===== src/rtl/i2c_master_bit_sequencer_defines.svh =====
// Assertion macros shared by the RTL.
`ifndef I2C_MASTER_BIT_SEQUENCER_DEFINES_SVH
`define I2C_MASTER_BIT_SEQUENCER_DEFINES_SVH

// Same-cycle implication, checked outside reset
`define I2CM_ASSERT(label, ante, cons, msg) \
	label: assert property (@(posedge clk) disable iff (!arst_n) (ante) |-> (cons)) \
		else $error(msg);

// Next-cycle implication, checked outside reset
`define I2CM_ASSERT_NEXT(label, ante, cons, msg) \
	label: assert property (@(posedge clk) disable iff (!arst_n) (ante) |=> (cons)) \
		else $error(msg);

`endif


===== src/rtl/i2cm_seq_pkg.sv =====
package i2cm_seq_pkg;

	// Bits shifted per data byte
	localparam int unsigned BITS_PER_BYTE = 8;

	// Operation codes carried by an input word
	localparam logic [2:0] OP_START = 3'd0;
	localparam logic [2:0] OP_STOP  = 3'd1;
	localparam logic [2:0] OP_WRITE = 3'd2;
	localparam logic [2:0] OP_ACK   = 3'd3;
	localparam logic [2:0] OP_READ  = 3'd4;

	// Running command (state vector)
	localparam logic [2:0] CMD_IDLE  = 3'd0;
	localparam logic [2:0] CMD_START = 3'd1;
	localparam logic [2:0] CMD_STOP  = 3'd2;
	localparam logic [2:0] CMD_WRITE = 3'd3;
	localparam logic [2:0] CMD_ACK   = 3'd4;
	localparam logic [2:0] CMD_READ  = 3'd5;

	// Step phases within a command
	localparam logic [2:0] PH_0 = 3'd0;
	localparam logic [2:0] PH_1 = 3'd1;
	localparam logic [2:0] PH_2 = 3'd2;
	localparam logic [2:0] PH_3 = 3'd3;
	localparam logic [2:0] PH_4 = 3'd4;

	// Configuration register indexes
	localparam logic REG_DELAY_TICKS = 1'b0;
	localparam logic REG_ACK_TIMEOUT = 1'b1;

	// Register reset values
	localparam logic [7:0] DELAY_TICKS_RST = 8'd5;
	localparam logic [7:0] ACK_TIMEOUT_RST = 8'd250;

	// Most significant bit of a byte
	localparam logic [7:0] BYTE_MSB = 8'h80;

endpackage


===== src/rtl/i2c_master_bit_sequencer.sv =====
// I2C master bit sequencer. Every input word is one timebase tick; tuser carries a
// command flag and operation (start, stop, write byte, wait for acknowledge, read
// byte with ACK/NACK), and each tick yields exactly one output word with the SCL,
// SDA and SDA-drive levels, busy, a one-tick done pulse, the last read byte and an
// ack-missing flag. A command is taken only on a tick that arrives while idle.
// Throughput is one tick per clock while the output is not stalled; a tick passes an
// input register and then a result register before its word is offered on the output.
// Line holds last delay_ticks ticks; the acknowledge wait polls SDA with SCL high and
// sends a STOP after ack_timeout failed polls. Configuration must be written while
// idle.
`include "i2c_master_bit_sequencer_defines.svh"

module i2c_master_bit_sequencer
	import i2cm_seq_pkg::*;
(
	input  logic        clk,
	input  logic        arst_n,
	// Configuration write port
	input  logic        cfg_we,
	input  logic        cfg_index,
	input  logic [7:0]  cfg_data,
	// Tick input
	input  logic        s_axis_tvalid,
	output logic        s_axis_tready,
	input  logic [15:0] s_axis_tdata,  // [7:0] write_byte, [8] send_ack, [9] sda_in, rest 0
	input  logic [3:0]  s_axis_tuser,  // [0] cmd_valid, [3:1] operation
	// Result output
	output logic        m_axis_tvalid,
	input  logic        m_axis_tready,
	output logic [15:0] m_axis_tdata   // [0] scl_level, [1] sda_level, [2] sda_drive,
	                                   // [3] busy_res, [4] done_res, [12:5] read_byte,
	                                   // [13] ack_missing, rest 0
);

	// Configuration
	logic [7:0] delay_ticks_q;
	logic [7:0] ack_timeout_q;

	// Input stage
	logic       valid_s1;
	logic       cmd_valid_s1;
	logic [2:0] operation_s1;
	logic [7:0] write_byte_s1;
	logic       send_ack_s1;
	logic       sda_in_s1;

	// Sequencer state
	logic [2:0] cmd_q;
	logic [2:0] phase_q;
	logic [7:0] dly_q;
	logic [3:0] bit_q;
	logic [7:0] shift_q;
	logic [7:0] poll_q;
	logic       ackc_q;
	logic       scl_q;
	logic       sda_q;
	logic       drv_q;
	logic       err_q;
	logic [7:0] rd_q;

	// Next state
	logic [2:0] n_cmd;
	logic [2:0] n_phase;
	logic [7:0] n_dly;
	logic [3:0] n_bit;
	logic [7:0] n_shift;
	logic [7:0] n_poll;
	logic       n_ackc;
	logic       n_scl;
	logic       n_sda;
	logic       n_drv;
	logic       n_err;
	logic [7:0] n_rd;
	logic       n_done;

	// Effective values for the action of this tick
	logic       act;
	logic [2:0] e_cmd;
	logic [2:0] e_phase;
	logic [3:0] e_bit;
	logic [7:0] e_shift;
	logic [7:0] e_poll;
	logic       e_ackc;
	logic [7:0] hold_full;
	logic [3:0] bit_inc;
	logic [7:0] poll_inc;
	logic [7:0] shift_smp;

	// Output register
	logic        out_valid_q;
	logic [15:0] out_data_q;
	logic        advance;

	assign advance       = !out_valid_q || m_axis_tready;
	assign s_axis_tready = !valid_s1 || advance;
	assign m_axis_tvalid = out_valid_q;
	assign m_axis_tdata  = out_data_q;

	// Configuration registers
	always_ff @(posedge clk or negedge arst_n) begin
		if (!arst_n) begin
			delay_ticks_q <= DELAY_TICKS_RST;
			ack_timeout_q <= ACK_TIMEOUT_RST;
		end else if (cfg_we) begin
			unique case (cfg_index)
				REG_DELAY_TICKS: delay_ticks_q <= cfg_data;
				REG_ACK_TIMEOUT: ack_timeout_q <= cfg_data;
				default: ;
			endcase
		end
	end

	// Input register
	always_ff @(posedge clk or negedge arst_n) begin
		if (!arst_n) begin
			valid_s1 <= 1'b0;
		end else if (s_axis_tready) begin
			valid_s1 <= s_axis_tvalid;
		end
	end

	always_ff @(posedge clk) begin
		if (s_axis_tready && s_axis_tvalid) begin
			cmd_valid_s1  <= s_axis_tuser[0];
			operation_s1  <= s_axis_tuser[3:1];
			write_byte_s1 <= s_axis_tdata[7:0];
			send_ack_s1   <= s_axis_tdata[8];
			sda_in_s1     <= s_axis_tdata[9];
		end
	end

	// Command launch: pick the values the first action sees
	always_comb begin
		act     = 1'b0;
		e_cmd   = cmd_q;
		e_phase = phase_q;
		e_bit   = bit_q;
		e_shift = shift_q;
		e_poll  = poll_q;
		e_ackc  = ackc_q;
		if (cmd_q == CMD_IDLE) begin
			if (cmd_valid_s1 && operation_s1 <= OP_READ) begin
				act     = 1'b1;
				e_cmd   = operation_s1 + 3'd1;
				e_phase = PH_0;
				e_bit   = 4'd0;
				e_poll  = 8'd0;
				e_shift = (operation_s1 == OP_WRITE) ? write_byte_s1 : 8'd0;
				e_ackc  = send_ack_s1;
			end
		end else if (dly_q == 8'd0) begin
			act = 1'b1;
		end
	end

	assign hold_full = (delay_ticks_q == 8'd0) ? 8'd0 : delay_ticks_q - 8'd1;
	assign bit_inc   = e_bit + 4'd1;
	assign poll_inc  = (e_poll < 8'd255) ? e_poll + 8'd1 : e_poll;
	assign shift_smp = {e_shift[6:0], sda_in_s1};

	// One step of the line sequence
	always_comb begin
		n_cmd   = e_cmd;
		n_phase = e_phase;
		n_dly   = dly_q;
		n_bit   = e_bit;
		n_shift = e_shift;
		n_poll  = e_poll;
		n_ackc  = e_ackc;
		n_scl   = scl_q;
		n_sda   = sda_q;
		n_drv   = drv_q;
		n_err   = err_q;
		n_rd    = rd_q;
		n_done  = 1'b0;
		if (cmd_q == CMD_IDLE && act && e_cmd == CMD_ACK) begin
			n_err = 1'b0;
		end
		if (!act) begin
			if (cmd_q != CMD_IDLE) begin
				n_dly = dly_q - 8'd1;
			end
		end else begin
			unique case (e_cmd)
				CMD_START: begin
					unique case (e_phase)
						PH_0: begin
							n_scl = 1'b1; n_sda = 1'b1; n_drv = 1'b1;
							n_dly = hold_full; n_phase = PH_1;
						end
						PH_1: begin
							n_sda = 1'b0; n_dly = hold_full; n_phase = PH_2;
						end
						default: begin
							n_scl = 1'b0;
							n_cmd = CMD_IDLE; n_phase = PH_0; n_dly = 8'd0; n_done = 1'b1;
						end
					endcase
				end
				CMD_STOP: begin
					unique case (e_phase)
						PH_0: begin
							n_scl = 1'b0; n_sda = 1'b0; n_drv = 1'b1;
							n_dly = 8'd0; n_phase = PH_1;
						end
						PH_1: begin
							n_scl = 1'b1; n_dly = hold_full; n_phase = PH_2;
						end
						PH_2: begin
							n_sda = 1'b1; n_dly = hold_full; n_phase = PH_3;
						end
						default: begin
							n_cmd = CMD_IDLE; n_phase = PH_0; n_dly = 8'd0; n_done = 1'b1;
						end
					endcase
				end
				CMD_WRITE: begin
					unique case (e_phase)
						PH_0: begin
							n_scl   = 1'b0; n_drv = 1'b1;
							n_sda   = |(e_shift & BYTE_MSB);
							n_shift = {e_shift[6:0], 1'b0};
							n_dly   = hold_full; n_phase = PH_1;
						end
						PH_1: begin
							n_scl = 1'b1; n_dly = hold_full; n_phase = PH_2;
						end
						PH_2: begin
							n_scl   = 1'b0; n_dly = hold_full;
							n_bit   = bit_inc;
							n_phase = (bit_inc >= 4'(BITS_PER_BYTE)) ? PH_3 : PH_0;
						end
						default: begin
							n_cmd = CMD_IDLE; n_phase = PH_0; n_dly = 8'd0; n_done = 1'b1;
						end
					endcase
				end
				CMD_ACK: begin
					unique case (e_phase)
						PH_0: begin
							n_drv = 1'b0; n_dly = hold_full; n_phase = PH_1;
						end
						PH_1: begin
							n_scl = 1'b1; n_dly = hold_full; n_phase = PH_2;
						end
						default: begin
							if (!sda_in_s1) begin
								n_scl = 1'b0;
								n_cmd = CMD_IDLE; n_phase = PH_0; n_dly = 8'd0; n_done = 1'b1;
							end else begin
								n_poll = poll_inc;
								if (poll_inc >= ack_timeout_q) begin
									// timeout: flag it and run the first STOP step now
									n_err   = 1'b1;
									n_cmd   = CMD_STOP;
									n_scl   = 1'b0; n_sda = 1'b0; n_drv = 1'b1;
									n_dly   = 8'd0; n_phase = PH_1;
								end else begin
									n_dly = 8'd0;
								end
							end
						end
					endcase
				end
				CMD_READ: begin
					unique case (e_phase)
						PH_0: begin
							if (e_bit != 4'd0) begin
								n_shift = shift_smp;
							end
							n_scl = 1'b0; n_drv = 1'b0; n_dly = hold_full; n_phase = PH_1;
						end
						PH_1: begin
							n_scl   = 1'b1; n_dly = hold_full;
							n_bit   = bit_inc;
							n_phase = (bit_inc >= 4'(BITS_PER_BYTE)) ? PH_2 : PH_0;
						end
						PH_2: begin
							n_shift = shift_smp;
							n_rd    = shift_smp;
							n_scl   = 1'b0; n_drv = 1'b1; n_sda = !e_ackc;
							n_dly   = hold_full; n_phase = PH_3;
						end
						PH_3: begin
							n_scl = 1'b1; n_dly = hold_full; n_phase = PH_4;
						end
						default: begin
							n_scl = 1'b0;
							n_cmd = CMD_IDLE; n_phase = PH_0; n_dly = 8'd0; n_done = 1'b1;
						end
					endcase
				end
				default: begin
					n_cmd = CMD_IDLE; n_phase = PH_0; n_dly = 8'd0; n_done = 1'b1;
				end
			endcase
		end
	end

	// State update, one tick per stage-one word
	always_ff @(posedge clk or negedge arst_n) begin
		if (!arst_n) begin
			cmd_q   <= CMD_IDLE;
			phase_q <= PH_0;
			dly_q   <= 8'd0;
			bit_q   <= 4'd0;
			shift_q <= 8'd0;
			poll_q  <= 8'd0;
			ackc_q  <= 1'b0;
			scl_q   <= 1'b1;
			sda_q   <= 1'b1;
			drv_q   <= 1'b1;
			err_q   <= 1'b0;
			rd_q    <= 8'd0;
		end else if (valid_s1 && advance) begin
			cmd_q   <= n_cmd;
			phase_q <= n_phase;
			dly_q   <= n_dly;
			bit_q   <= n_bit;
			shift_q <= n_shift;
			poll_q  <= n_poll;
			ackc_q  <= n_ackc;
			scl_q   <= n_scl;
			sda_q   <= n_sda;
			drv_q   <= n_drv;
			err_q   <= n_err;
			rd_q    <= n_rd;
		end
	end

	// Result register
	always_ff @(posedge clk or negedge arst_n) begin
		if (!arst_n) begin
			out_valid_q <= 1'b0;
		end else if (advance) begin
			out_valid_q <= valid_s1;
		end
	end

	always_ff @(posedge clk) begin
		if (valid_s1 && advance) begin
			out_data_q <= {2'b00, n_err, n_rd, n_done, (n_cmd != CMD_IDLE),
				n_drv, n_sda, n_scl};
		end
	end

	// Checks
	`I2CM_ASSERT(a_done_not_busy, out_valid_q && out_data_q[4], !out_data_q[3],
		"done word still reports busy")
	`I2CM_ASSERT(a_bit_range, 1'b1, bit_q <= 4'(BITS_PER_BYTE),
		"bit counter beyond byte length")
	`I2CM_ASSERT(a_err_stop, $rose(err_q), cmd_q == CMD_STOP,
		"ack error raised without stop sequence")
	`I2CM_ASSERT_NEXT(a_s1_hold, valid_s1 && !advance,
		valid_s1 && $stable(cmd_q) && $stable(dly_q),
		"stalled tick changed sequencer state")

endmodule

===== config.mk =====
export PLATFORM = sky130hd
export DESIGN_NAME = i2c_master_bit_sequencer
export DESIGN_NICKNAME = d
export VERILOG_FILES = /design/src/rtl/i2cm_seq_pkg.sv /design/src/rtl/i2c_master_bit_sequencer.sv
export VERILOG_INCLUDE_DIRS = /design/src /design/src/rtl
export SDC_FILE = /design/constraint.sdc
export NUM_CORES = 1
export LEC_CHECK = 0
export ABC_AREA = 0
export BUFFER_PORTS_ARGS = -buffer_cell sky130_fd_sc_hd__buf_2
export CAP_MARGIN = 15
export CORE_ASPECT_RATIO = 0.9
export CORE_MARGIN = 4
export CORE_UTILIZATION = 28
export DETAILED_ROUTE_END_ITERATION = 7
export HOLD_SLACK_MARGIN = 0.06
export PLACE_DENSITY_LB_ADDON = 0.15
export SYNTH_ARGS = -nofsm -noshare
export SYNTH_HDL_FRONTEND = slang
export SYNTH_SLANG_ARGS = --single-unit

===== constraint.sdc =====
create_clock -name clk -period 4.1 [get_ports clk]
set_clock_uncertainty 0.1 [all_clocks]
set_input_delay 1.23 -clock clk [delete_from_list [all_inputs] [get_ports clk]]
set_output_delay 1.23 -clock clk [all_outputs]
set_load 0.01 [all_outputs]

* Word level (Yosys, flattened, before mapping)
Cells that the tools add are included.
** Word-level totals
- Output and inout bits :: 18
- Flip-flop bits (word level) :: 93
** Operators by class
- Eq/ne operators :: 9
- $lt $le $gt $ge :: 4
- Bitwise logic cells :: 1
- Reductions and logical operators :: 30
- Muxes and demuxes :: 97
- Add/sub/neg operators :: 5
** Operators by type and width (count)
- 8-bit two-way mux :: 23
- 3-bit two-way mux :: 14
- 8-bit one-hot mux with 2 select lines :: 2
- 8-bit one-hot mux with 4 select lines :: 1
- 1-bit two-way mux :: 30
- 3-bit one-hot mux with 4 select lines :: 2
- 4-bit two-way mux :: 5
- 8-bit zero test :: 2
- 1-bit one-hot mux with 2 select lines :: 8
- 8-bit by 1-bit subtractor with 8-bit output, second input constant :: 2
- 3-bit by 2-bit equality test with 1-bit output, second input constant :: 5
- 3-bit one-hot mux with 5 select lines :: 1
- 2-bit one-hot mux with 3 select lines :: 2
- 2-bit OR reduction :: 6
- 1-bit one-hot mux with 5 select lines :: 2
- 8-bit by 1-bit adder with 8-bit output, second input constant :: 1
- 8-bit greater-or-equal comparator :: 1
- 8-bit less-than comparator, second input constant :: 1
- 4-bit one-hot mux with 2 select lines :: 1
- 3-bit by 1-bit equality test with 1-bit output, second input constant :: 2
- 3-bit equality test, second input constant :: 2
- 3-bit zero test :: 2
- 3-bit one-hot mux with 2 select lines :: 1
- 2-bit AND reduction :: 3
- 17 further kinds :: 27

* Depth between registers and ports, before layout
- Depth after elaboration :: 13
- Gate-level depth with buffers :: 22
- Gate-level depth less buffers :: 20

* Worst setup path after synthesis
Ideal clock, no wire load.
- Kind :: reg2reg
- From :: reg operation_s1[0]
- To :: reg phase_q[0]
- Data required time :: 3.866 ns
- Library setup time :: 0.134 ns
- Arrival :: 4.213 ns
- Cell stages (with the launch flop) :: 20
- Period minus slack after synthesis :: 4.447 ns
- Buffers on the path :: 2
- Setup slack :: -0.347 ns
- Path through :: edfxtp_1 > inv_1 > ha_1 > nand2b_1 > buf_2 > nand3_2 > clkbuf_1 > and2_1 > ha_1 > and3_1 > and3_1 > nand4_2 > mux2_2 > ha_1 > a2111o_1 > a21oi_1 > o21ai_0 > o311a_1 > a2111oi_0 > o21ai_0
** Between the ends
- Longest elaborated chain between the ends :: 12
- Elaborated cells between the ends (all ways) :: 38
** Ends and longest elaborated chain
- from (decl) :: line i2c_master_bit_sequencer.sv:42 : logic [2:0] operation_s1;
- from (signal assigned) :: line i2c_master_bit_sequencer.sv:125 : operation_s1 <= s_axis_tuser[3:1];
- 3-bit <= comparator :: line i2c_master_bit_sequencer.sv:142 : if (cmd_valid_s1 && operation_s1 <= OP_READ) begin
- 1-bit logical AND :: line i2c_master_bit_sequencer.sv:142
- 8-bit two-way mux :: line i2c_master_bit_sequencer.sv:142
- 8-bit two-way mux :: line i2c_master_bit_sequencer.sv:141 : if (cmd_q == CMD_IDLE) begin
- 8-bit by 1-bit adder with 8-bit output / 8-bit less-than comparator (equally long branches) :: line i2c_master_bit_sequencer.sv:158 : assign poll_inc = (e_poll < 8'd255) ? e_poll + 8'd1 : e_poll;
- 8-bit two-way mux :: line i2c_master_bit_sequencer.sv:158
- 8-bit greater-or-equal comparator :: line i2c_master_bit_sequencer.sv:252 : if (poll_inc >= ack_timeout_q) begin
- 3-bit two-way mux :: line i2c_master_bit_sequencer.sv:252
- 3-bit two-way mux :: line i2c_master_bit_sequencer.sv:247 : if (!sda_in_s1) begin
- 3-bit one-hot mux with 2 select lines :: line i2c_master_bit_sequencer.sv:239 : unique case (e_phase)
- 3-bit one-hot mux with 5 select lines :: line i2c_master_bit_sequencer.sv:184 : unique case (e_cmd)
- 3-bit two-way mux (*) :: line i2c_master_bit_sequencer.sv:179 : if (!act) begin
- to (signal assigned) :: line i2c_master_bit_sequencer.sv:317 : phase_q <= n_phase;
- to (decl) :: line i2c_master_bit_sequencer.sv:49 : logic [2:0] phase_q;
Mark *: on every way between the ends. The rest lies on a longest branch, timed or not.
A chain may end at the register's enable or synchronous reset.

* Final worst setup path
- From :: reg operation_s1[1]
- To :: reg out_data_q[0] (netlist: m_axis_tdata[0]), data pin
** Between the ends
- Longest elaborated chain between the ends :: 12
- Elaborated cells between the ends (all ways) :: 35
** Ends and longest elaborated chain
- 3-bit <= comparator :: line i2c_master_bit_sequencer.sv:142
- 1-bit logical AND :: line i2c_master_bit_sequencer.sv:142
- 8-bit two-way mux :: line i2c_master_bit_sequencer.sv:142
- 8-bit two-way mux :: line i2c_master_bit_sequencer.sv:141
- 8-bit by 1-bit adder with 8-bit output / 8-bit less-than comparator (equally long branches) :: line i2c_master_bit_sequencer.sv:158
- 8-bit two-way mux :: line i2c_master_bit_sequencer.sv:158
- 8-bit greater-or-equal comparator :: line i2c_master_bit_sequencer.sv:252
- 1-bit two-way mux :: line i2c_master_bit_sequencer.sv:252
- 1-bit two-way mux :: line i2c_master_bit_sequencer.sv:247
- 1-bit one-hot mux with 2 select lines :: line i2c_master_bit_sequencer.sv:239
- 1-bit one-hot mux with 5 select lines :: line i2c_master_bit_sequencer.sv:184
- 1-bit two-way mux (*) :: line i2c_master_bit_sequencer.sv:179
- via n_scl :: line i2c_master_bit_sequencer.sv:69 : logic n_scl;
- to (signal assigned) :: line i2c_master_bit_sequencer.sv:342 : out_data_q <= {2'b00, n_err, n_rd, n_done, (n_cmd != CMD_IDLE),
- to (decl) :: line i2c_master_bit_sequencer.sv:91 : logic [15:0] out_data_q;
The timed path passes the listed nets; every way through them passes the cells marked *.

==> flow_metrics.tcl <==
set metrics [dict create \
    status "complete, no violations" \
    power_density_nw_per_um2 522.3 \
    cts_tree "built" \
    setup_violations 0 \
    syn_inst 543 \
    finalHoldViolations 0 \
    num_io_pins 52 \
    slew_violations 0 \
    cp-endpoint "m_axis_tdata[0]$_DFFE_PP_" \
    diodes 0 \
    ys.flop_type "dfrtp_1" \
    drtPass1Iterations 5 \
    timing.max_cap.violations 0 \
    fin_total_pwr_mw 3.422 \
    worst_slew_pin_slew_ps 1014 \
    io_buffer_count 43 \
    period_minus_slack_ps 3969 \
    core_region_area_um2 19160 \
    cts_root_buf "clkbuf_16" \
    crit_fanout 4 \
    final_layout_size_suffix_gt1_share_pct 30.07 \
    ant_nets 0 \
    p_leak_nw 2.711 \
    clock_sinks 93 \
    fin_cells 862 \
    placedCellCount 840 \
    period_share_pct 96.80 \
    gp_congestion 0.8750 \
    crit_path_end_kind "flip-flop" \
    ff2ff_path_depth 18 \
    r2r_slack_ps 130 \
    max-slew-margin-rel_pct 31.30 \
    start_kind "flip-flop" \
    max_freq_mhz 252.0 \
    die_y_um 140.3 \
    syn_avg_cell_area_um2 10.03 \
    dieArea_um2 21760 \
    nets 658 \
    pre_cts_ws_ps -53.09 \
    yosysSeqAreaShare_pct 45.53 \
    drcViolationCount 0 \
    grt-ovfl-total 0 \
    grt_max_degree 66 \
    crit_type "flip-flop to flip-flop" \
    area_delta_synth_final_pct 20.23 \
    synthDistinctLibCells 86 \
    numCtsBuffers 9 \
    synth-edff-count 28 \
    drt-total-wl_um 15030 \
    die_x_um 155.0 \
    rsz0062_at_grt "yes" \
    clk_pin_slew_worst_paths_ps 70 \
    critPathLaunch "operation_s1[1]$_DFFE_PP_" \
    start_util_pct 28.44 \
    grt_pass1_vias 4499 \
    place_hpwl_um 11030 \
    rows 48 \
    layout_setup_ws_ps 131.4 \
    async_reset_ff_share_pct 69.89 \
    r2r_start "operation_s1[1]$_DFFE_PP_" \
    grt_first_pass_wirelength_um 24140 \
    hold_class "flip-flop to flip-flop" \
    clockBufferDepth 2 \
    grt_antenna_before_repair 0 \
    vias 4377 \
    netlist_area_um2 5449 \
    routed_via_density 5.078 \
    routedWlPerCell_um 17.43 \
    clk_latency_ps 350 \
    ir_drop_v 0.0002473 \
    grt_util_all_layers_pct 13.98 \
    r2r_end "m_axis_tdata[0]$_DFFE_PP_" \
    crit_arrival_ps 4050 \
    crit_required_ps 4180 \
    drt-initial-drc-count 268 \
    htree_levels 3 \
    yosys_warnings 0 \
    ys_ff_latch 93 \
]
where the power goes:
| part | internal [mW] | switching (mW) |
|---|---|---|
| sequential | 1.15 | 0.122 |
| combinational | 0.488 | 0.796 |
| clock | 0.492 | 0.376 |
timing repair:
action                     4_1_cts  5_1_grt
setup buffers                    0        6
setup endpoints to repair        4       11
hold buffers                     0        0
gates resized for setup          4       18
pin swaps                        3       11
cells in the final DEF (no fill, tap or decap), types with 5 or more instances in the layout:
cell | synthesis | layout
a21oi_1 | 34 | 32
a21oi_2 | 6 | 8
a22o_1 | 8 | 8
a31oi_1 | 12 | 11
and3_1 | 14 | 12
buf_2 | 3 | 43
buf_4 | 4 | 28
clkbuf_16 | 0 | 11
dfrtp_1 | 54 | 54
dfstp_2 | 11 | 11
edfxtp_1 | 28 | 28
ha_1 | 17 | 12
inv_1 | 27 | 25
mux2_2 | 24 | 23
nand2_1 | 56 | 56
nand2b_1 | 10 | 9
nand3_1 | 14 | 14
nor2_1 | 35 | 34
nor2b_1 | 9 | 8
nor3_1 | 9 | 8
o21ai_0 | 34 | 30
o21ai_1 | 10 | 14
o221ai_1 | 5 | 5
xnor2_1 | 8 | 7
worst min path at each step:
stage | from | slack, ps | cells after the start | endpoint
3_3_place_gp | send_ack_s1$_DFFE_PP_ | 350 | 2 | ackc_q$_DFFE_PN0P_
3_5_place_dp | send_ack_s1$_DFFE_PP_ | 340 | 2 | ackc_q$_DFFE_PN0P_
2_1_floorplan | send_ack_s1$_DFFE_PP_ | 330 | 2 | ackc_q$_DFFE_PN0P_
5_1_grt | send_ack_s1$_DFFE_PP_ | 370 | 2 | ackc_q$_DFFE_PN0P_
6_report | send_ack_s1$_DFFE_PP_ | 360 | 2 | ackc_q$_DFFE_PN0P_
4_1_cts | send_ack_s1$_DFFE_PP_ | 360 | 2 | ackc_q$_DFFE_PN0P_
flip-flops by register name, indices dropped and copies added, names as in the netlist, 3 cells and up:
register,cells
shift_q,8
bit_q,4
m_axis_tdata,14
operation_s1,3
ack_timeout_q,8
delay_ticks_q,8
dly_q,8
rd_q,8
phase_q,3
cmd_q,3
poll_q,8
write_byte_s1,8
cell families (layout without fill, tap and decap cells):
group | count (synthesis) | in the layout | share of synthesized area, %
simple gates | 186 | 186 | 18.85
compound gates | 159 | 159 | 20.05
flops | 93 | 93 | 45.53
buf+inv | 47 | 115 | 3.858
mux | 29 | 29 | 5.970
fa+ha+maj | 17 | 17 | 3.903
xor+xnor | 11 | 11 | 1.768
other cells | 1 | 2 | 0.06882
metrics by stage:
stage,setup TNS (ps),instance area [um^2],hold WS [ps],util (%)
finish,0,6551,356.6,34.20
global route,-107.4,6551,369.5,34.20
CTS,-21.18,6435,358.5,33.59
detailed placement,-116.9,6103,344.3,31.86
global placement,-11.04,6103,347.6,31.86
floorplan,0,5534,326.0,-
cell usage after synthesis (4+ instances only):
library cell	count	area, um^2
nor3_1	9	45.04
buf_4	4	30.03
o21ai_0	34	170.2
a22o_1	8	70.07
nand2_1	56	210.2
o21ai_1	10	50.05
mux2i_1	4	40.04
nor2_1	35	131.4
nor2b_1	9	56.30
dfstp_2	11	289.0
mux2_2	24	270.3
nand2b_1	10	62.56
o211ai_1	4	30.03
a21oi_1	34	170.2
ha_1	17	212.7
and3_1	14	87.58
nand3_1	14	70.07
xnor2_1	8	70.07
a31oi_1	12	75.07
clkbuf_1	9	33.78
edfxtp_1	28	840.8
dfrtp_1	54	1351
inv_1	27	101.4
o221ai_1	5	43.79
a21oi_2	6	52.55
a22oi_1	4	30.03
layout make-up:
type / count / area, um^2
Fill cell: 1950 / 12610
Multi-Input combinational cell: 404 / 2907
Sequential cell: 93 / 2481
Timing Repair Buffer: 72 / 436.7
Tap cell: 250 / 312.8
Clock buffer: 12 / 279.0
Inverter: 27 / 101.3
Clock inverter: 4 / 33.78
per-layer routing:
layer / up-vias / global-route usage (%) / part of all wire, %
met5: - / 0 / 0
met3: 19 / 2.966 / 3.8
li1: 2128 / - / -
met1: 2141 / 19.92 / 49
met2: 89 / 21.48 / 45
met4: 0 / 3.903 / 1.3
critical path: stages, from the launching register on:
cell and delay [ps]:
edfxtp_1 420, inv_2 100, ha_4 130, nand2b_4 130, nand3_4 120, and2_4 200, ha_4 150, and3_4 170
and3_4 200, nand4_4 90, mux2_4 340, ha_4 210, a2111o_1 460, a21oi_2 160, o211ai_1 90, buf_4 180
a221oi_2 280, nor4b_2 90, a21oi_1 180
No activity file was read; power rests on OpenSTA's default activity.
